==> src/design/at_command_name_matcher_macros.svh <==
// ---------------------------------------------------------------------------
// AT command name matcher: assertion macros
// Shared concurrent assertion forms, clocked on clk_i, quiet during reset.
// ---------------------------------------------------------------------------
`ifndef AT_COMMAND_NAME_MATCHER_MACROS_SVH
`define AT_COMMAND_NAME_MATCHER_MACROS_SVH

// Same-cycle implication
`define ACNM_ASSERT_NOW(lbl, ante, cons, msg) \
  lbl: assert property (@(posedge clk_i) disable iff (!rst_ni) \
    (ante) |-> (cons)) else $error(msg);

// Next-cycle implication
`define ACNM_ASSERT_NXT(lbl, ante, cons, msg) \
  lbl: assert property (@(posedge clk_i) disable iff (!rst_ni) \
    (ante) |=> (cons)) else $error(msg);

`endif

==> src/design/acnm_pkg.sv <==
// ---------------------------------------------------------------------------
// AT command name matcher package
// Command name table, terminator characters, status codes and result type.
// ---------------------------------------------------------------------------
`default_nettype none

package acnm_pkg;

  // Command name table: entry 0 is the empty name
  localparam int unsigned NAMED_ENTRIES = 10;
  localparam int unsigned NAME_MAX      = 8;

  localparam logic [3:0] NAME_LEN [NAMED_ENTRIES] = '{
    4'd0, 4'd4, 4'd6, 4'd3, 4'd3, 4'd8, 4'd4, 4'd4, 4'd4, 4'd4
  };

  // +PWM1 stores five characters but only four are compared
  localparam logic [7:0] NAME_TEXT [NAMED_ENTRIES][NAME_MAX] = '{
    '{8'h00, 8'h00, 8'h00, 8'h00, 8'h00, 8'h00, 8'h00, 8'h00},
    '{"+",   "R",   "S",   "T",   8'h00, 8'h00, 8'h00, 8'h00},
    '{"+",   "S",   "L",   "E",   "E",   "P",   8'h00, 8'h00},
    '{"+",   "R",   "X",   8'h00, 8'h00, 8'h00, 8'h00, 8'h00},
    '{"+",   "T",   "X",   8'h00, 8'h00, 8'h00, 8'h00, 8'h00},
    '{"+",   "V",   "E",   "R",   "S",   "I",   "O",   "N"  },
    '{"+",   "P",   "B",   "0",   8'h00, 8'h00, 8'h00, 8'h00},
    '{"+",   "P",   "D",   "0",   8'h00, 8'h00, 8'h00, 8'h00},
    '{"+",   "P",   "W",   "M",   "1",   8'h00, 8'h00, 8'h00},
    '{"+",   "C",   "F",   "G",   8'h00, 8'h00, 8'h00, 8'h00}
  };

  // Terminators
  localparam logic [7:0] CHAR_CR = 8'h0D;
  localparam logic [7:0] CHAR_EQ = 8'h3D;
  localparam logic [7:0] CHAR_QM = 8'h3F;

  typedef enum logic [1:0] {
    ST_OK       = 2'd0,
    ST_UNKNOWN  = 2'd1,
    ST_OVERFLOW = 2'd2
  } status_e;

  // One result of the matcher
  typedef struct packed {
    logic       emit;
    logic [3:0] id;
    status_e    status;
    logic [6:0] len;
  } result_t;

  // Name length of an entry; entries past the table have no name
  function automatic logic [3:0] entry_len(input int unsigned idx);
    logic [3:0] len;
    len = '0;
    if (idx < NAMED_ENTRIES) len = NAME_LEN[idx[3:0]];
    return len;
  endfunction

  // Character at a position of an entry's name
  function automatic logic [7:0] entry_char(input int unsigned idx, input logic [2:0] pos);
    logic [7:0] ch;
    ch = '0;
    if (idx < NAMED_ENTRIES) ch = NAME_TEXT[idx[3:0]][pos];
    return ch;
  endfunction

endpackage

`default_nettype wire

==> src/design/acnm_match.sv <==
// ---------------------------------------------------------------------------
// AT command name matcher: match step
// Next scan state and optional result for one byte against all table names.
// ---------------------------------------------------------------------------
`default_nettype none

module acnm_match #(
  parameter int unsigned MAX_SCAN      = 128,
  parameter int unsigned TABLE_ENTRIES = 10,
  parameter int unsigned CNT_W         = $clog2(MAX_SCAN + 1),
  parameter int unsigned MASK_W        = TABLE_ENTRIES - 1
) (
  input  logic [7:0]         data_byte_i,
  input  logic               line_start_i,
  input  logic [CNT_W-1:0]   count_i,
  input  logic [MASK_W-1:0]  mask_i,
  input  logic               finished_i,
  output logic [CNT_W-1:0]   count_o,
  output logic [MASK_W-1:0]  mask_o,
  output logic               finished_o,
  output acnm_pkg::result_t  result_o
);

  logic [CNT_W-1:0]  cnt_eff;
  logic [MASK_W-1:0] mask_eff;
  logic              fin_eff;
  logic              is_term;
  logic              found;

  // Line start restarts the scan before the byte is looked at
  assign cnt_eff  = line_start_i ? '0 : count_i;
  assign mask_eff = line_start_i ? '1 : mask_i;
  assign fin_eff  = line_start_i ? 1'b0 : finished_i;

  assign is_term = (data_byte_i == acnm_pkg::CHAR_CR) ||
                   (data_byte_i == acnm_pkg::CHAR_EQ) ||
                   (data_byte_i == acnm_pkg::CHAR_QM);

  // Compare against every entry in parallel; lowest match wins
  always_comb begin
    count_o         = cnt_eff;
    mask_o          = mask_eff;
    finished_o      = fin_eff;
    result_o.emit   = 1'b0;
    result_o.id     = '0;
    result_o.status = acnm_pkg::ST_OK;
    result_o.len    = '0;
    found           = 1'b0;
    if (!fin_eff) begin
      if (is_term) begin
        finished_o    = 1'b1;
        result_o.emit = 1'b1;
        result_o.len  = 7'(cnt_eff);
        if (cnt_eff != '0) begin
          for (int unsigned i = 1; i < TABLE_ENTRIES; i++) begin
            if (!found && mask_eff[i-1] &&
                (CNT_W'(acnm_pkg::entry_len(i)) == cnt_eff)) begin
              found       = 1'b1;
              result_o.id = 4'(i);
            end
          end
          if (!found) result_o.status = acnm_pkg::ST_UNKNOWN;
        end
      end else begin
        for (int unsigned i = 1; i < TABLE_ENTRIES; i++) begin
          if ((cnt_eff < CNT_W'(acnm_pkg::entry_len(i))) &&
              (acnm_pkg::entry_char(i, cnt_eff[2:0]) != data_byte_i)) begin
            mask_o[i-1] = 1'b0;
          end
        end
        count_o = cnt_eff + CNT_W'(1);
        // No terminator within the scan limit
        if (count_o == CNT_W'(MAX_SCAN)) begin
          finished_o      = 1'b1;
          result_o.emit   = 1'b1;
          result_o.status = acnm_pkg::ST_OVERFLOW;
        end
      end
    end
  end

endmodule

`default_nettype wire

==> src/design/at_command_name_matcher.sv <==
// A result is registered: the terminating byte passes the input register, then the result register.
// Throughput: one byte per cycle while in_stall_o is low; the byte register feeds a combinational
//   compare against all table names and the result register.
// The output register lets the next byte in while a result waits to be taken.
// Reset (async, active low): idle until a line start, empty pipeline.
// ---------------------------------------------------------------------------
// AT command name matcher
// Matches the name of a received AT command line against a fixed table.
// ---------------------------------------------------------------------------
`default_nettype none

module at_command_name_matcher #(
  parameter int unsigned MAX_SCAN      = 128,
  parameter int unsigned TABLE_ENTRIES = 10
) (
  input  logic       clk_i,
  input  logic       rst_ni,
  input  logic       in_valid_i,
  output logic       in_stall_o,
  input  logic [7:0] data_byte_i,
  input  logic       line_start_i,
  output logic       out_valid_o,
  input  logic       out_stall_i,
  output logic [3:0] command_id_o,
  output logic [1:0] status_o,
  output logic [6:0] name_length_o
);

  localparam int unsigned CNT_W  = $clog2(MAX_SCAN + 1);
  localparam int unsigned MASK_W = TABLE_ENTRIES - 1;

  logic                 s1_valid_q, s1_valid_d;
  logic [7:0]           s1_byte_q;
  logic                 s1_start_q;
  logic [CNT_W-1:0]     count_q, count_d;
  logic [MASK_W-1:0]    mask_q, mask_d;
  logic                 fin_q, fin_d;
  logic                 out_valid_q, out_valid_d;
  logic [3:0]           id_q;
  acnm_pkg::status_e    status_q;
  logic [6:0]           len_q;
  acnm_pkg::result_t    res;
  logic                 in_acc;
  logic                 s1_fire;
  logic                 out_take;
  logic                 out_load;

  // Match step on the registered byte
  acnm_match #(
    .MAX_SCAN      (MAX_SCAN),
    .TABLE_ENTRIES (TABLE_ENTRIES),
    .CNT_W         (CNT_W),
    .MASK_W        (MASK_W)
  ) u_match (
    .data_byte_i  (s1_byte_q),
    .line_start_i (s1_start_q),
    .count_i      (count_q),
    .mask_i       (mask_q),
    .finished_i   (fin_q),
    .count_o      (count_d),
    .mask_o       (mask_d),
    .finished_o   (fin_d),
    .result_o     (res)
  );

  // Handshake: an item without a result never waits on the output
  assign out_take    = out_valid_q & ~out_stall_i;
  assign s1_fire     = s1_valid_q & (~res.emit | ~out_valid_q | ~out_stall_i);
  assign out_load    = s1_fire & res.emit;
  assign in_stall_o  = s1_valid_q & ~s1_fire;
  assign in_acc      = in_valid_i & ~in_stall_o;
  assign s1_valid_d  = in_acc | (s1_valid_q & ~s1_fire);
  assign out_valid_d = out_load | (out_valid_q & ~out_take);

  // Input register
  always_ff @(posedge clk_i or negedge rst_ni) begin
    if (!rst_ni) begin
      s1_valid_q <= 1'b0;
    end else begin
      s1_valid_q <= s1_valid_d;
    end
  end

  always_ff @(posedge clk_i) begin
    if (in_acc) begin
      s1_byte_q  <= data_byte_i;
      s1_start_q <= line_start_i;
    end
  end

  // Scan state
  always_ff @(posedge clk_i or negedge rst_ni) begin
    if (!rst_ni) begin
      count_q <= '0;
      mask_q  <= '1;
      fin_q   <= 1'b1;
    end else if (s1_fire) begin
      count_q <= count_d;
      mask_q  <= mask_d;
      fin_q   <= fin_d;
    end
  end

  // Result register
  always_ff @(posedge clk_i or negedge rst_ni) begin
    if (!rst_ni) begin
      out_valid_q <= 1'b0;
    end else begin
      out_valid_q <= out_valid_d;
    end
  end

  always_ff @(posedge clk_i) begin
    if (out_load) begin
      id_q     <= res.id;
      status_q <= res.status;
      len_q    <= res.len;
    end
  end

  assign out_valid_o   = out_valid_q;
  assign command_id_o  = id_q;
  assign status_o      = status_q;
  assign name_length_o = len_q;

  // Assertions
  `include "at_command_name_matcher_macros.svh"

  `ACNM_ASSERT_NXT(a_result_lands, out_load, out_valid_q, "result item not registered")
  `ACNM_ASSERT_NOW(a_scan_bound, !fin_q, count_q < CNT_W'(MAX_SCAN), "scan count past limit")
  `ACNM_ASSERT_NOW(a_overflow_fields, out_valid_q && status_q == acnm_pkg::ST_OVERFLOW,
    id_q == 4'd0 && len_q == 7'd0, "overflow result carries id or length")
  `ACNM_ASSERT_NOW(a_unknown_fields, out_valid_q && status_q == acnm_pkg::ST_UNKNOWN,
    id_q == 4'd0 && len_q != 7'd0, "unknown result has bad id or length")

endmodule

`default_nettype wire

==> config.mk <==
export PLATFORM = sky130hd
export DESIGN_NAME = at_command_name_matcher
export DESIGN_NICKNAME = d
export VERILOG_FILES = /design/src/design/acnm_pkg.sv /design/src/design/acnm_match.sv /design/src/design/at_command_name_matcher.sv
export VERILOG_INCLUDE_DIRS = /design/src /design/src/design
export SDC_FILE = /design/constraint.sdc
export NUM_CORES = 1
export LEC_CHECK = 0
export ABC_CLOCK_PERIOD_IN_PS = 5000
export BUFFER_PORTS_ARGS = -buffer_cell sky130_fd_sc_hd__buf_2
export CORE_MARGIN = 5
export CORE_UTILIZATION = 42
export DETAILED_ROUTE_END_ITERATION = 10
export GPL_ROUTABILITY_DRIVEN = 0
export SYNTH_ARGS = -nofsm -noshare
export SYNTH_HDL_FRONTEND = slang
export SYNTH_SLANG_ARGS = --single-unit
export TNS_END_PERCENT = 20
==> constraint.sdc <==
create_clock -name clk_i -period 5 [get_ports clk_i]
set_input_delay 0.5 -clock clk_i [delete_from_list [all_inputs] [get_ports clk_i]]
set_output_delay 0.5 -clock clk_i [all_outputs]
set_load 0.02 [all_outputs]
==> PnR_summary.wiki, run 1 <==
{| class="wikitable"
! Metric !! Value
|-
| Status || completed
|-
| Hold Buf Count CTS || 0
|-
| X dimension of the die || a little under 100 µm
|-
| Area Overhead vs Synth || 8.223%
|-
| Last element of the critical path || in_stall_o
|-
| Category of the most critical setup path || register to primary output
|-
| Maximum fanout encountered on the critical timing path || 15
|-
| Register bit count reported by yosys || 42
|-
| Clock latency of the later-clocked register in the worst-skew pair || roughly 0.30 ns
|-
| Setup Total Neg Slack || 0 ns
|-
| Share of final-layout standard cells stronger than drive strength 1 || ~16%
|-
| Max capacitance violation total || 0
|-
| CTS tree || done
|-
| Top cells by count, synth || sky130_fd_sc_hd__nor2_1, sky130_fd_sc_hd__nand2_1, sky130_fd_sc_hd__edfxtp_1
|-
| Final hold vios || 0
|-
| CTS H-tree depth || 2
|-
| Series of cell instances along the critical path || nand2b_1 -> clkinv_1 -> ha_1 -> inv_1 -> ha_1 -> nor2_1 -> o211ai_1 -> o21ai_1 -> nand3_1 -> nor2_1 -> buf_2
|-
| Number of resized instances in the post-cts repair step || 0
|-
| Depth of the worst register-to-register path || 11
|-
| Combined buffer and inverter count along the critical path || 3
|-
| Leading post-synthesis cells by cell area || sky130_fd_sc_hd__edfxtp_1, sky130_fd_sc_hd__dfstp_2, sky130_fd_sc_hd__dfrtp_1
|-
| Final WL || between 7000 and 8000 µm
|-
| Cell count along the critical path || 11
|-
| Critical path endpoint category || primary output
|-
| First-pass detailed-route iteration total || 5
|-
| Antenna cell count || 0
|-
| Finish-stage setup viols || 0
|-
| Area of the mapped netlist || 3211 µm²
|-
| Largest net degree at the start of global routing || 31
|-
| Reported leakage power || roughly 1.3 nW
|-
| Register-to-register setup slack || approximately 1.2 ns
|-
| Number of cell rows || 31
|-
| Core area || about 7300 µm²
|-
| Data required time of the worst path || between 4 and 5 ns
|-
| Peak VDD IR || 0.0001457 V
|-
| Count of vias placed by the detailed router || 2,804
|-
| Cell with the most instances after synthesis || sky130_fd_sc_hd__nor2_1
|-
| Post-synthesis net count || a little under 400
|-
| Reg2reg end || command_id_o[3]$_SDFFCE_PP0P_
|-
| Count of unresolved DRC violations after routing || 0
|-
| Boundary pin count || 28
|-
| Net count, final || about 400
|-
| Reg-to-reg critical path startpoint || count_q[0]$_DFFE_PN0P_
|-
| Critical path startpoint || count_q[0]$_DFFE_PN0P_
|-
| Part of the Yosys area used for sequential elements || approximately 37%
|-
| # clock sinks || 42
|-
| Via count of the first global-routing pass || about 2,600
|-
| Post-synthesis average cell area || a little under 9 µm²
|-
| Maximum clock skew at final layout || between 0.009 and 0.01 ns
|-
| EDFF count, synth || 22
|-
| PortBufs || 27
|-
| Number of violations reported at the end of detailed-routing iteration 0 || approximately 230
|-
| Area post-placement || roughly 3400 µm²
|-
| Upper clock frequency limit || about 240 MHz
|-
| Final worst path period need || between 4 and 5 ns
|-
| Placed wire-length estimate after detailed placement || 5633 µm
|-
| Max-Slew Margin vs Limit || 26.83%
|-
| Critical path data arrival time || 3.70 ns
|-
| Initial antenna violation count || 0
|-
| Ratio of final minimum period to clock period || between 80 and 90%
|-
| Grt total ovfl || 0
|-
| Standard cell with the maximum stage delay on the critical path || sky130_fd_sc_hd__dfrtp_1
|-
| Proportion of synthesized flip-flops having asynchronous set or reset || around 48%
|-
| Die area || ~9500 µm²
|-
| Max-slew violation total from the final report || 0
|-
| Clock Pin Slew Worst Setup and Hold Paths || roughly 0.090 ns
|-
| Category of the worst setup path launch point || register
|-
| Top flip-flop cell by instance count after synthesis || sky130_fd_sc_hd__edfxtp_1
|-
| Slew of the pin with the lowest slew margin || around 1.1 ns
|-
| CP delay by family, top || simple AND/OR/NAND/NOR gates
|-
| TritonCTS buffer count || 5
|-
| Clock Tree Root || sky130_fd_sc_hd__clkbuf_8
|-
| Distinct cell type count after synthesis || 73
|-
| Routed length per placed instance || ~17 µm
|-
| Post-CTS Setup Inserts || 0
|-
| Max stage delay on crit path || between 0.5 and 0.6 ns
|-
| Design area || about 3500 µm²
|-
| Post-synthesis cell count || 367
|-
| Number of buffers on the longest clock path || 2
|-
| P per Cell Area || between 200 and 300 nW/µm²
|-
| Height of the die || 97.43 µm
|-
| Wire length of the first global-routing pass || about 13,000 µm
|-
| Number of vias per cell after detailed routing || between 5 and 6
|-
| Initial standard-cell utilization of the core || between 40% and 50%
|-
| Share of the synthesized area in the top cell type || between 20% and 30%
|-
| Cell taking the most area after synthesis || sky130_fd_sc_hd__edfxtp_1
|-
| Routed Antenna Nets || 0
|-
| Worst min-delay path class || input pin to async pin
|-
| Unrepaired setup endpoints after global routing || false
|-
| Number of warning messages in the yosys log || 0
|-
| GRT Resource Usage Total || between 15 and 20%
|}
state kept, by name, indices dropped and copies added (netlist names):
register,count
out_valid_o,1
s1_byte_q,8
fin_q,1
s1_start_q,1
count_q,8
name_length_o,7
status_o,2
mask_q,9
command_id_o,4
s1_valid_q,1
layout by cell type (no fill, tap or decap), types with 3 or more instances in the layout:
cell                       Yosys  final
sky130_fd_sc_hd__nor2_1       42     42
sky130_fd_sc_hd__buf_2         5     27
sky130_fd_sc_hd__nand2_1      24     24
sky130_fd_sc_hd__edfxtp_1     22     22
sky130_fd_sc_hd__a21oi_1      20     20
sky130_fd_sc_hd__nand3_1      17     17
sky130_fd_sc_hd__o21ai_0      17     17
sky130_fd_sc_hd__xor2_1       10     10
sky130_fd_sc_hd__nor3_1       10     10
sky130_fd_sc_hd__dfrtp_1      10     10
sky130_fd_sc_hd__dfstp_2      10     10
sky130_fd_sc_hd__a31oi_1       9      9
sky130_fd_sc_hd__xnor2_1       9      9
sky130_fd_sc_hd__ha_1          9      9
sky130_fd_sc_hd__nand4_1       7      7
sky130_fd_sc_hd__inv_1         6      6
sky130_fd_sc_hd__nand2b_1      6      6
sky130_fd_sc_hd__nor4_1        6      6
sky130_fd_sc_hd__o21a_1        6      6
sky130_fd_sc_hd__mux2i_1       6      6
sky130_fd_sc_hd__o22a_1        5      5
sky130_fd_sc_hd__clkbuf_8      0      5
sky130_fd_sc_hd__nor2b_1       4      4
sky130_fd_sc_hd__nand3b_1      3      3
sky130_fd_sc_hd__or3_1         3      3
sky130_fd_sc_hd__a211o_1       3      3
sky130_fd_sc_hd__a22oi_1       3      3
sky130_fd_sc_hd__nor4b_1       3      3
sky130_fd_sc_hd__o32ai_1       3      3
sky130_fd_sc_hd__o31ai_1       3      3
sky130_fd_sc_hd__and3b_1       3      3
sky130_fd_sc_hd__buf_4         2      3
worst register-to-register path, cell delays in order (launching register included):
cell and delay (ns):
sky130_fd_sc_hd__dfrtp_1 0.52, sky130_fd_sc_hd__nand2b_1 0.49, sky130_fd_sc_hd__clkinv_1 0.44, sky130_fd_sc_hd__ha_1 0.46, sky130_fd_sc_hd__inv_1 0.13, sky130_fd_sc_hd__ha_1 0.24
sky130_fd_sc_hd__nor2_1 0.10, sky130_fd_sc_hd__o211ai_1 0.13, sky130_fd_sc_hd__o21ai_1 0.35, sky130_fd_sc_hd__nand3_1 0.24, sky130_fd_sc_hd__a21oi_1 0.17, sky130_fd_sc_hd__buf_4 0.24
report_power, final:
part	switching (mW)	internal, mW	leakage (nW)
Clock	0.127	0.150	0.0585
Sequential	0.0465	0.394	0.451
Combinational	0.145	0.106	0.799
layer usage:
layer	up-vias	track usage, %	part of all wire, %
met5	-	0	0
met4	0	4.260	1.6
met3	12	3.877	6.7
met2	90	26.78	45
met1	1324	23.92	47
li1	1378	-	-
metrics by stage:
stage / power, mW / hold slack [ns] / worst slack (ns) / cells / util, %
2_1_floorplan: 0.6387 / 0.2044 / 1.591 / 367 / -
3_3_place_gp: 0.6942 / 0.4755 / 1.296 / 465 / 45.86
3_5_place_dp: 0.6961 / 0.4818 / 1.162 / 465 / 45.86
4_1_cts: 0.9753 / 0.1476 / 0.8017 / 473 / 47.40
5_1_grt: 1.030 / 0.1605 / 0.4935 / 473 / 47.40
6_report: 0.9686 / 0.1414 / 0.7974 / 473 / 47.40
area by class of cell:
type / count / area [µm²]
clock inverters: 3 / 43.79
multi-input cells: 285 / 1873
clock buffers: 5 / 68.82
repair buffers: 30 / 157.7
flip-flops and latches: 42 / 1174
fillers: 710 / 3856
inverters: 9 / 33.78
well taps: 99 / 123.9
cells by family after synthesis:
logic type	after synthesis	synth area share (%)
adder cells (fa/ha/maj)	9	3.507
AO/OA/AOI/OAI	100	22.64
flip-flops	42	36.55
multiplexers	6	1.871
buffers and inverters	40	5.105
AND/OR/NAND/NOR	151	25.14
XOR/XNOR	19	5.183
how the worst min path moves through the flow:
stage / cells after the start / slack, ns / start / to
floorplan: 0 / 0.20 / rst_ni / count_q[0]$_DFFE_PN0P_
global placement: 1 / 0.48 / rst_ni / out_valid_o$_DFF_PN0_
detailed placement: 1 / 0.48 / rst_ni / out_valid_o$_DFF_PN0_
CTS: 1 / 0.15 / rst_ni / out_valid_o$_DFF_PN0_
global route: 1 / 0.16 / rst_ni / out_valid_o$_DFF_PN0_
finish: 1 / 0.14 / rst_ni / count_q[0]$_DFFE_PN0P_
Note: power is estimated with default switching activity, not from simulation.
==> inputs of run 2 (changes only) <==
Settings changed: ABC_AREA from default to 1, ABC_CLOCK_PERIOD_IN_PS 5000 to 3450.
Clock period 5 ns to 3.45 ns, I/O delays scaled along.
==> run 2 against run 1 <==
Power up 24%. Sequential power up 32%. Synthesized cell count up 12%. Clock power up 21%. Non-clock buffer count up 2. Via count down 5.9%. Largest cell class unchanged. First-iteration DRC count down 23%. Global-route usage up 0.92 points. Highest routed layer unchanged.
==> PnR_summary.wiki, run 2 <==
{| class="wikitable"
! Metric !! Value
|-
| Grt total ovfl || 0 (unchanged)
|-
| P per Cell Area || 357.2 nW/µm² (+28%)
|-
| Category of the most critical setup path || register to primary output
|-
| Finish-stage setup viols || 0 (unchanged)
|-
| Reg-to-reg critical path startpoint || s1_start_q$_DFFE_PP_
|-
| Height of the die || 95.29 µm (-2.2%)
|-
| Maximum clock skew at final layout || 0.009604 ns (-0.0001048 ns)
|-
| Net switching power || 0.4077 mW (+28%)
|-
| Core area || 7176 µm² (-2.1%)
|-
| Register-to-register setup slack || 0.55 ns (-0.63 ns)
|-
| Slew of the pin with the lowest slew margin || 0.7861 ns (-0.3064 ns)
|-
| Data required time of the worst path || 3.11 ns (-1.39 ns)
|-
| Maximum fanout encountered on the critical timing path || 23 (+8)
|-
| Count of vias placed by the detailed router || 2,639 (-5.9%)
|-
| PortBufs || 27 (unchanged)
|-
| Switching portion of total power || 33.85% (+0.98 points)
|-
| Share of final-layout standard cells stronger than drive strength 1 || 16.67% (+0.62 points)
|-
| Cell with the most instances after synthesis || sky130_fd_sc_hd__nand2_1
|-
| Cell taking the most area after synthesis || sky130_fd_sc_hd__edfxtp_1
|-
| Number of cell rows || 31 (unchanged)
|-
| Number of stages on the worst hold path || 1
|-
| Combined buffer and inverter count along the critical path || 4 (+1)
|-
| Boundary pin count || 28 (unchanged)
|-
| Post-synthesis simple-gate area fraction || 36.16% (+11 points)
|-
| CTS H-tree depth || 2 (unchanged)
|-
| Unrepaired setup endpoints after global routing || false
|-
| Area Overhead vs Synth || 10.36%
|-
| Category of the worst setup path launch point || register
|-
| Critical path data arrival time || 2.82 ns (-0.88 ns)
|-
| CP most frequent cell || sky130_fd_sc_hd__nand2_2
|-
| Upper clock frequency limit || between 300 and 400 MHz
|-
| Number of warning messages in the yosys log || 0 (unchanged)
|-
| Routed Antenna Nets || 0 (unchanged)
|-
| Distinct cell type count after synthesis || 32 (-56%)
|-
| Area of the mapped netlist || 3055 µm² (-4.8%)
|-
| Net count, final || 459 (+16%)
|-
| Final hold vios || 0 (unchanged)
|-
| Die area || 9080 µm² (-4.3%)
|-
| GRT Resource Usage Total || 18.03% (+0.92 points)
|-
| Post-synthesis average cell area || 7.434 µm² (-15%)
|-
| Register bit count reported by yosys || 42 (unchanged)
|-
| Reg2reg end || s1_byte_q[4]$_DFFE_PP_
|-
| Setup Total Neg Slack || 0 ns (unchanged)
|-
| Registers with the most flip-flops || mask_q x9, count_q x8, s1_byte_q x8
|-
| Largest net degree at the start of global routing || 24 (-23%)
|-
| Endpoint with the worst hold slack || s1_byte_q[3]$_DFFE_PP_
|-
| Routed length per placed instance || 13.70 µm (-18%)
|-
| Startpoint of the lowest-slack hold path || data_byte_i[3]
|-
| TritonCTS buffer count || 5 (unchanged)
|-
| Number of violations reported at the end of detailed-routing iteration 0 || 178 (-23%)
|-
| Via count of the first global-routing pass || 2,607 (+1.2%)
|-
| Series of cell instances along the critical path || inv_4 -> nand2_2 -> inv_1 -> ha_1 -> inv_1 -> ha_1 -> a21oi_1 -> nand2_1 -> nor2_1 -> nand2_2 -> nand2_2 -> nand2_4 -> nor2_1 -> buf_2
|-
| Number of flip-flops under the largest register name || 9 (unchanged)
|-
| Critical path endpoint category || primary output
|-
| Part of the total power dissipated in sequential elements || 48.3% (+2.8 points)
|-
| Final worst path period need || 3.168 ns
|-
| Initial antenna violation count || 0 (unchanged)
|-
| CP delay by family, top || simple AND/OR/NAND/NOR gates
|-
| Power consumption || 1.204 mW (+24%)
|-
| Initial standard-cell utilization of the core || 42.58% (-1.2 points)
|-
| Relative contribution of the clock network to total power || 27.7% (-0.9 points)
|-
| Post-synthesis net count || 433 (+11%)
|-
| Highest-count cells in the layout ignoring fill and taps || sky130_fd_sc_hd__nand2_1, sky130_fd_sc_hd__nor2_1, sky130_fd_sc_hd__nand3_1
|-
| Status || completed
|-
| Clock Pin Slew Worst Setup and Hold Paths || 0.09 ns (about the same)
|-
| Worst min-delay path class || input pin to register
|-
| Clock latency of the later-clocked register in the worst-skew pair || 0.31 ns (about the same)
|-
| Top flip-flop cell by instance count after synthesis || sky130_fd_sc_hd__edfxtp_1
|-
| Max stage delay on crit path || 0.52 ns (about the same)
|-
| X dimension of the die || 95.29 µm (-2.2%)
|-
| Max capacitance violation total || 0 (unchanged)
|-
| Clock Tree Root || sky130_fd_sc_hd__clkbuf_8
|-
| Peak VDD IR || 0.0002090 V (+43%)
|-
| Max-slew violation total from the final report || 0 (unchanged)
|-
| Top cells by count, synth || sky130_fd_sc_hd__nand2_1, sky130_fd_sc_hd__nor2_1, sky130_fd_sc_hd__nand3_1
|-
| Commonest non-fill, non-tap cell in the layout || sky130_fd_sc_hd__nand2_1
|-
| Standard cell with the maximum stage delay on the critical path || sky130_fd_sc_hd__edfxtp_1
|-
| Ratio of final minimum period to clock period || about nine tenths
|-
| Final WL || 7358 µm (-7.5%)
|-
| Fraction of the mapped netlist area in adder cells || 3.686% (+0.18 points)
|-
| Max-Slew Margin vs Limit || 47.59% (+21 points)
|-
| Wire length of the first global-routing pass || 12,690 µm (-5.0%)
|-
| Antenna cell count || 0 (unchanged)
|-
| Part of the Yosys area used for sequential elements || 38.41% (+1.9 points)
|-
| Share of the synthesized area in the top cell type || 21.62% (+1.0 points)
|-
| # clock sinks || 42 (unchanged)
|-
| Proportion of synthesized flip-flops having asynchronous set or reset || 47.62% (unchanged)
|-
| Placed wire-length estimate after detailed placement || 5563 µm (-1.2%)
|-
| First-pass detailed-route iteration total || 5 (unchanged)
|-
| Number of vias per cell after detailed routing || 4.914 (-17%)
|-
| Main combinational cell family by area after synthesis || simple AND/OR/NAND/NOR gates
|-
| Logic gate share of total power || 23.9% (-2.0 points)
|-
| Fraction of the mapped netlist area in compound gates || 5.774% (-17 points)
|-
| Count of unresolved DRC violations after routing || 0 (unchanged)
|-
| Number of buffers on the longest clock path || 2 (unchanged)
|-
| EDFF count, synth || 22 (unchanged)
|-
| Register name with the most flops || mask_q
|-
| Multiplexer share of the synthesized area || 0% (-1.9 points)
|-
| Leading post-synthesis cells by cell area || sky130_fd_sc_hd__edfxtp_1, sky130_fd_sc_hd__nand2_1, sky130_fd_sc_hd__dfstp_2
|-
| Internal portion of total power || 0.7967 mW (+23%)
|-
| Xor and xnor fraction of the mapped netlist area || 8.600% (+3.4 points)
|-
| Number of fill cells || 713 (+0.42%)
|-
| Depth of the worst register-to-register path || 14 (+3)
|-
| CTS tree || done
|-
| Post-synthesis cell count || 411 (+12%)
|-
| Reported leakage power || 1.654 nW (+26%)
|}
[run 2: changes by cell type after synthesis, sizes merged, moves of 7 or more]
cell	delta
nand2	+94
o21ai	-8
nand3b	+8
a31oi	-9
xnor2	-7
nor2	+22
inv	+33
nand3	+20
clkbuf	-16
xor2	+18
[run 2: final cells by class]
class | instances | area (µm²) | area share, %
Clock buffer | 5 | 68.82 | 2.041
Tap cell | 99 | 123.9 | 3.673
Timing Repair Buffer | 32 | 175.2 | 5.195
Multi-Input combinational cell | 316 | 1659 | 49.20
Clock inverter | 3 | 18.77 | 0.5566
Sequential cell | 42 | 1174 | 34.81
Inverter | 40 | 152.6 | 4.527
[run 2: metrics by stage]
stage          util [%]  instance area, µm²  cells  hold slack, ns  setup slack [ns]
2_1_floorplan         -                3055    411         0.04941            0.3157
3_5_place_dp      45.46                3262    527          0.3323            0.3321
3_3_place_gp      45.46                3262    527          0.3342            0.4319
4_1_cts           46.82                3359    536          0.2016           0.06460
5_1_grt           46.99                3372    537          0.1993           0.01940
6_report          46.99                3372    537          0.2115            0.2824
[run 2: timing repair]
| item | CTS | global route |
|---|---|---|
| buffers inserted | 0 | 1 |
| hold buffers | 1 | 0 |
| gates resized for setup | 0 | 2 |
| hold endpoints to repair | 9 | 0 |
| setup endpoints to repair | 0 | 1 |
[run 2: power groups by stage]
stage	logic [mW]	clock network (mW)	registers, mW
finish	0.288	0.334	0.582
global route	0.327	0.369	0.586
CTS	0.284	0.349	0.583
detailed placement	0.282	0	0.593
global placement	0.281	0	0.593
floorplan	0.224	0	0.578
[run 2: cell families (layout without fill, tap and decap cells)]
family / Yosys count / count (layout)
simple gates: 244 / 244
compound gates: 33 / 33
xor+xnor: 30 / 30
fa+ha+maj: 9 / 9
buf+inv: 53 / 80
flops: 42 / 42
[run 2: worst max path at each step]
| stage | start | end | slack (ns) | depth (start not counted) |
|---|---|---|---|---|
| 2_1_floorplan | s1_start_q$_DFFE_PP_ | command_id_o[0]$_SDFFCE_PP0P_ | 0.32 | 14 |
| 3_3_place_gp | s1_start_q$_DFFE_PP_ | s1_byte_q[6]$_DFFE_PP_ | 0.43 | 14 |
| 3_5_place_dp | s1_start_q$_DFFE_PP_ | s1_byte_q[3]$_DFFE_PP_ | 0.33 | 14 |
| 4_1_cts | s1_start_q$_DFFE_PP_ | in_stall_o | 0.06 | 14 |
| 5_1_grt | s1_start_q$_DFFE_PP_ | in_stall_o | 0.02 | 14 |
| 6_report | s1_start_q$_DFFE_PP_ | in_stall_o | 0.28 | 14 |
[run 2: per-layer routing]
metal  vias up  GRT usage (%)  share of wire, %
li1       1362              -                 -
met1      1202          24.59                48
met2        63          29.04                46
met3        12          2.920               3.6
met4         0          6.010               1.9
met5         -              0                 0
[run 2: worst register-to-register path, stage by stage (launching register included)]
cell and delay [ns]:
sky130_fd_sc_hd__edfxtp_1 0.52, sky130_fd_sc_hd__inv_4 0.18, sky130_fd_sc_hd__nand2_2 0.06, sky130_fd_sc_hd__inv_1 0.12, sky130_fd_sc_hd__ha_1 0.28, sky130_fd_sc_hd__inv_1 0.09
sky130_fd_sc_hd__ha_1 0.29, sky130_fd_sc_hd__a21oi_1 0.12, sky130_fd_sc_hd__nand2_1 0.07, sky130_fd_sc_hd__nor2_1 0.12, sky130_fd_sc_hd__nand2_2 0.09, sky130_fd_sc_hd__nand2_2 0.10
sky130_fd_sc_hd__nand2_4 0.18, sky130_fd_sc_hd__o21ai_0 0.21, sky130_fd_sc_hd__inv_1 0.19
==> inputs of run 3 (changes only) <==
Settings changed: CELL_PAD_IN_SITES_DETAIL_PLACEMENT from default to 0, CELL_PAD_IN_SITES_GLOBAL_PLACEMENT from default to 2, CORE_UTILIZATION 42 to 31, PLACE_DENSITY_LB_ADDON from default to 0.1.
==> run 3 against run 2 <==
Worst setup slack improved by 0.063 ns. Sequential share of layout area fell by 0.41 points. First-iteration DRC count fell by 29%. Largest cell class unchanged. Die area rose by 32%. Count of clock-buffer cells in the layout did not move. Maximum frequency rose by 2.0%. Global-route usage fell by 2.5 points.
==> PnR_summary.wiki, run 3 (synthesized netlist as in run 2, its figures left out) <==
{| class="wikitable"
! Metric !! Value
|-
| Status || completed
|-
| Critical path data arrival time || 2.76 ns (-0.06 ns)
|-
| Initial standard-cell utilization of the core || 31.55% (-11 points)
|-
| Grt total ovfl || 0 (unchanged)
|-
| Category of the most critical setup path || register to primary output
|-
| Part of the total power dissipated in sequential elements || 48.2% (about the same)
|-
| Boundary pin count || 28 (unchanged)
|-
| Category of the worst setup path launch point || register
|-
| Net switching power || 0.4124 mW (+1.2%)
|-
| Register name with the most flops || mask_q
|-
| Count of vias placed by the detailed router || 2,667 (+1.1%)
|-
| Number of flip-flops under the largest register name || 9 (unchanged)
|-
| Reported leakage power || 1.652 nW (-0.12%)
|-
| Switching portion of total power || 34.11% (+0.26 points)
|-
| X dimension of the die || 109.3 µm (+15%)
|-
| Unrepaired setup endpoints after global routing || false
|-
| Finish-stage setup viols || 0 (unchanged)
|-
| Placed wire-length estimate after detailed placement || 6672 µm (+20%)
|-
| CTS H-tree depth || 2 (unchanged)
|-
| Series of cell instances along the critical path || inv_2 -> nand2_2 -> inv_1 -> ha_2 -> inv_1 -> ha_1 -> a21oi_1 -> nand2_1 -> nor2_1 -> nand2_2 -> nand2_2 -> nand2_4 -> nor2_1 -> buf_2
|-
| Hold_ws || 0.007762 ns (-0.2037 ns)
|-
| Setup Slack @ Placement || 0.5131 ns (+0.1809 ns)
|-
| Number of buffers on the longest clock path || 2 (unchanged)
|-
| Final WL || 8675 µm (+18%)
|-
| Clock Pin Slew Worst Setup and Hold Paths || 0.09 ns (about the same)
|-
| Maximum clock skew at final layout || 0.008640 ns (-0.0009644 ns)
|-
| Area Overhead vs Synth || 11.67%
|-
| Max capacitance violation total || 0 (unchanged)
|-
| Commonest non-fill, non-tap cell in the layout || sky130_fd_sc_hd__nand2_1
|-
| PortBufs || 27 (unchanged)
|-
| Maximum fanout encountered on the critical timing path || 23 (unchanged)
|-
| Final worst path period need || 3.105 ns (-0.06259 ns)
|-
| Combined buffer and inverter count along the critical path || 4 (unchanged)
|-
| P per Cell Area || 354.3 nW/µm² (-0.79%)
|-
| Peak VDD IR || 0.0001357 V (-35%)
|-
| Registers with the most flip-flops || mask_q x9, count_q x8, s1_byte_q x8
|-
| Routed length per placed instance || 15.19 µm (+11%)
|-
| Slew of the pin with the lowest slew margin || 0.8863 ns (+0.1002 ns)
|-
| Max-Slew Margin vs Limit || 40.92% (-6.7 points)
|-
| Antenna cell count || 0 (unchanged)
|-
| Relative contribution of the clock network to total power || 27.4% (-0.3 points)
|-
| Internal portion of total power || 0.7966 mW (about the same)
|-
| CTS tree || done
|-
| Number of vias per cell after detailed routing || 4.671 (-5.0%)
|-
| Post-route worst setup slack || 0.3450 ns (+0.06259 ns)
|-
| Logic gate share of total power || 24.4% (+0.5 points)
|-
| Post-CTS Setup Inserts || 0 (unchanged)
|-
| CP delay by family, top || simple AND/OR/NAND/NOR gates
|-
| Net count, final || 459 (unchanged)
|-
| Initial antenna violation count || 0 (unchanged)
|-
| Wire length of the first global-routing pass || 14,270 µm (+12%)
|-
| GRT Resource Usage Total || 15.55% (-2.5 points)
|-
| Die area || 11,940 µm² (+32%)
|-
| Critical path endpoint category || primary output
|-
| Final hold vios || 0 (unchanged)
|-
| Standard cell with the maximum stage delay on the critical path || sky130_fd_sc_hd__edfxtp_1
|-
| Routed Antenna Nets || 0 (unchanged)
|-
| CP most frequent cell || sky130_fd_sc_hd__nand2_2
|-
| # clock sinks || 42 (unchanged)
|-
| Largest net degree at the start of global routing || 24 (unchanged)
|-
| Number of fill cells || 1,064 (+49%)
|-
| Number of violations reported at the end of detailed-routing iteration 0 || 126 (-29%)
|-
| Worst min-delay path class || input pin to async pin
|-
| Upper clock frequency limit || 322.1 MHz (+2.0%)
|-
| First-pass detailed-route iteration total || 4 (-1)
|-
| Clock latency of the later-clocked register in the worst-skew pair || 0.30 ns (about the same)
|-
| Height of the die || 109.3 µm (+15%)
|-
| Max-slew violation total from the final report || 0 (unchanged)
|-
| Clock Tree Root || sky130_fd_sc_hd__clkbuf_8
|-
| Data required time of the worst path || 3.11 ns (about the same)
|-
| TritonCTS buffer count || 5 (unchanged)
|-
| Ratio of final minimum period to clock period || 90.00% (-1.8 points)
|-
| Number of cell rows || 36 (+16%)
|-
| Count of unresolved DRC violations after routing || 0 (unchanged)
|-
| Max stage delay on crit path || 0.45 ns (-0.07 ns)
|-
| Highest-count cells in the layout ignoring fill and taps || sky130_fd_sc_hd__nand2_1, sky130_fd_sc_hd__nor2_1, sky130_fd_sc_hd__nand3_1
|-
| Share of final-layout standard cells stronger than drive strength 1 || 17.12% (+0.46 points)
|-
| Core area || 9684 µm² (+35%)
|-
| Setup Total Neg Slack || 0 ns (unchanged)
|-
| Via count of the first global-routing pass || 2,718 (+4.3%)
|}
run 3: what timing repair did:
action,CTS,global route
gates resized for setup,0,2
hold buffers,0,0
setup endpoints to repair,0,1
run 3: area by class of cell:
cell class | instances | area (µm²) | area share, %
Clock buffer | 5 | 68.82 | 2.017
Clock inverter | 3 | 18.77 | 0.5501
Inverter | 40 | 150.1 | 4.400
Multi-Input combinational cell | 316 | 1662 | 48.70
Sequential cell | 42 | 1174 | 34.40
Tap cell | 133 | 166.4 | 4.877
Timing Repair Buffer | 32 | 172.7 | 5.061
run 3: power by group through the flow:
stage,logic [mW],clock network [mW],registers [mW]
6_report,0.295,0.332,0.583
5_1_grt,0.337,0.366,0.587
4_1_cts,0.296,0.344,0.582
3_5_place_dp,0.295,0,0.593
3_3_place_gp,0.299,0,0.592
2_1_floorplan,0.224,0,0.578
run 3: through the flow:
stage	cell area (µm²)	util (%)	power, mW	instances
floorplan	3055	-	0.8016	411
global placement	3319	34.28	0.8910	563
detailed placement	3319	34.28	0.8878	563
CTS	3407	35.18	1.223	571
global route	3412	35.23	1.290	571
finish	3412	35.23	1.209	571
run 3: final timing paths:
path | startpoint | to | slack, ns | cells after the start
max in group asynchronous | rst_ni | fin_q$_DFFE_PN1P_ | 3.08 | 1
setup / recovery | s1_start_q$_DFFE_PP_ | in_stall_o | 0.34 | 14
min in group clk_i | data_byte_i[6] | s1_byte_q[6]$_DFFE_PP_ | 0.22 | 1
setup reg to reg | s1_start_q$_DFFE_PP_ | s1_byte_q[4]$_DFFE_PP_ | 0.62 | 14
hold / removal | rst_ni | count_q[3]$_DFFE_PN0P_ | 0.008 | 1
hold reg to reg | mask_q[2]$_DFFE_PN1P_ | mask_q[2]$_DFFE_PN1P_ | 0.47 | 2
run 3: metal layers:
layer / routed length (µm) / up-vias / GRT usage [%]
met3: 280 / 7 / 2.664
met1: 4188 / 1258 / 21.58
met4: 84 / 0 / 3.028
met5: 0 / - / 0
li1: - / 1362 / -
met2: 4121 / 40 / 25.57
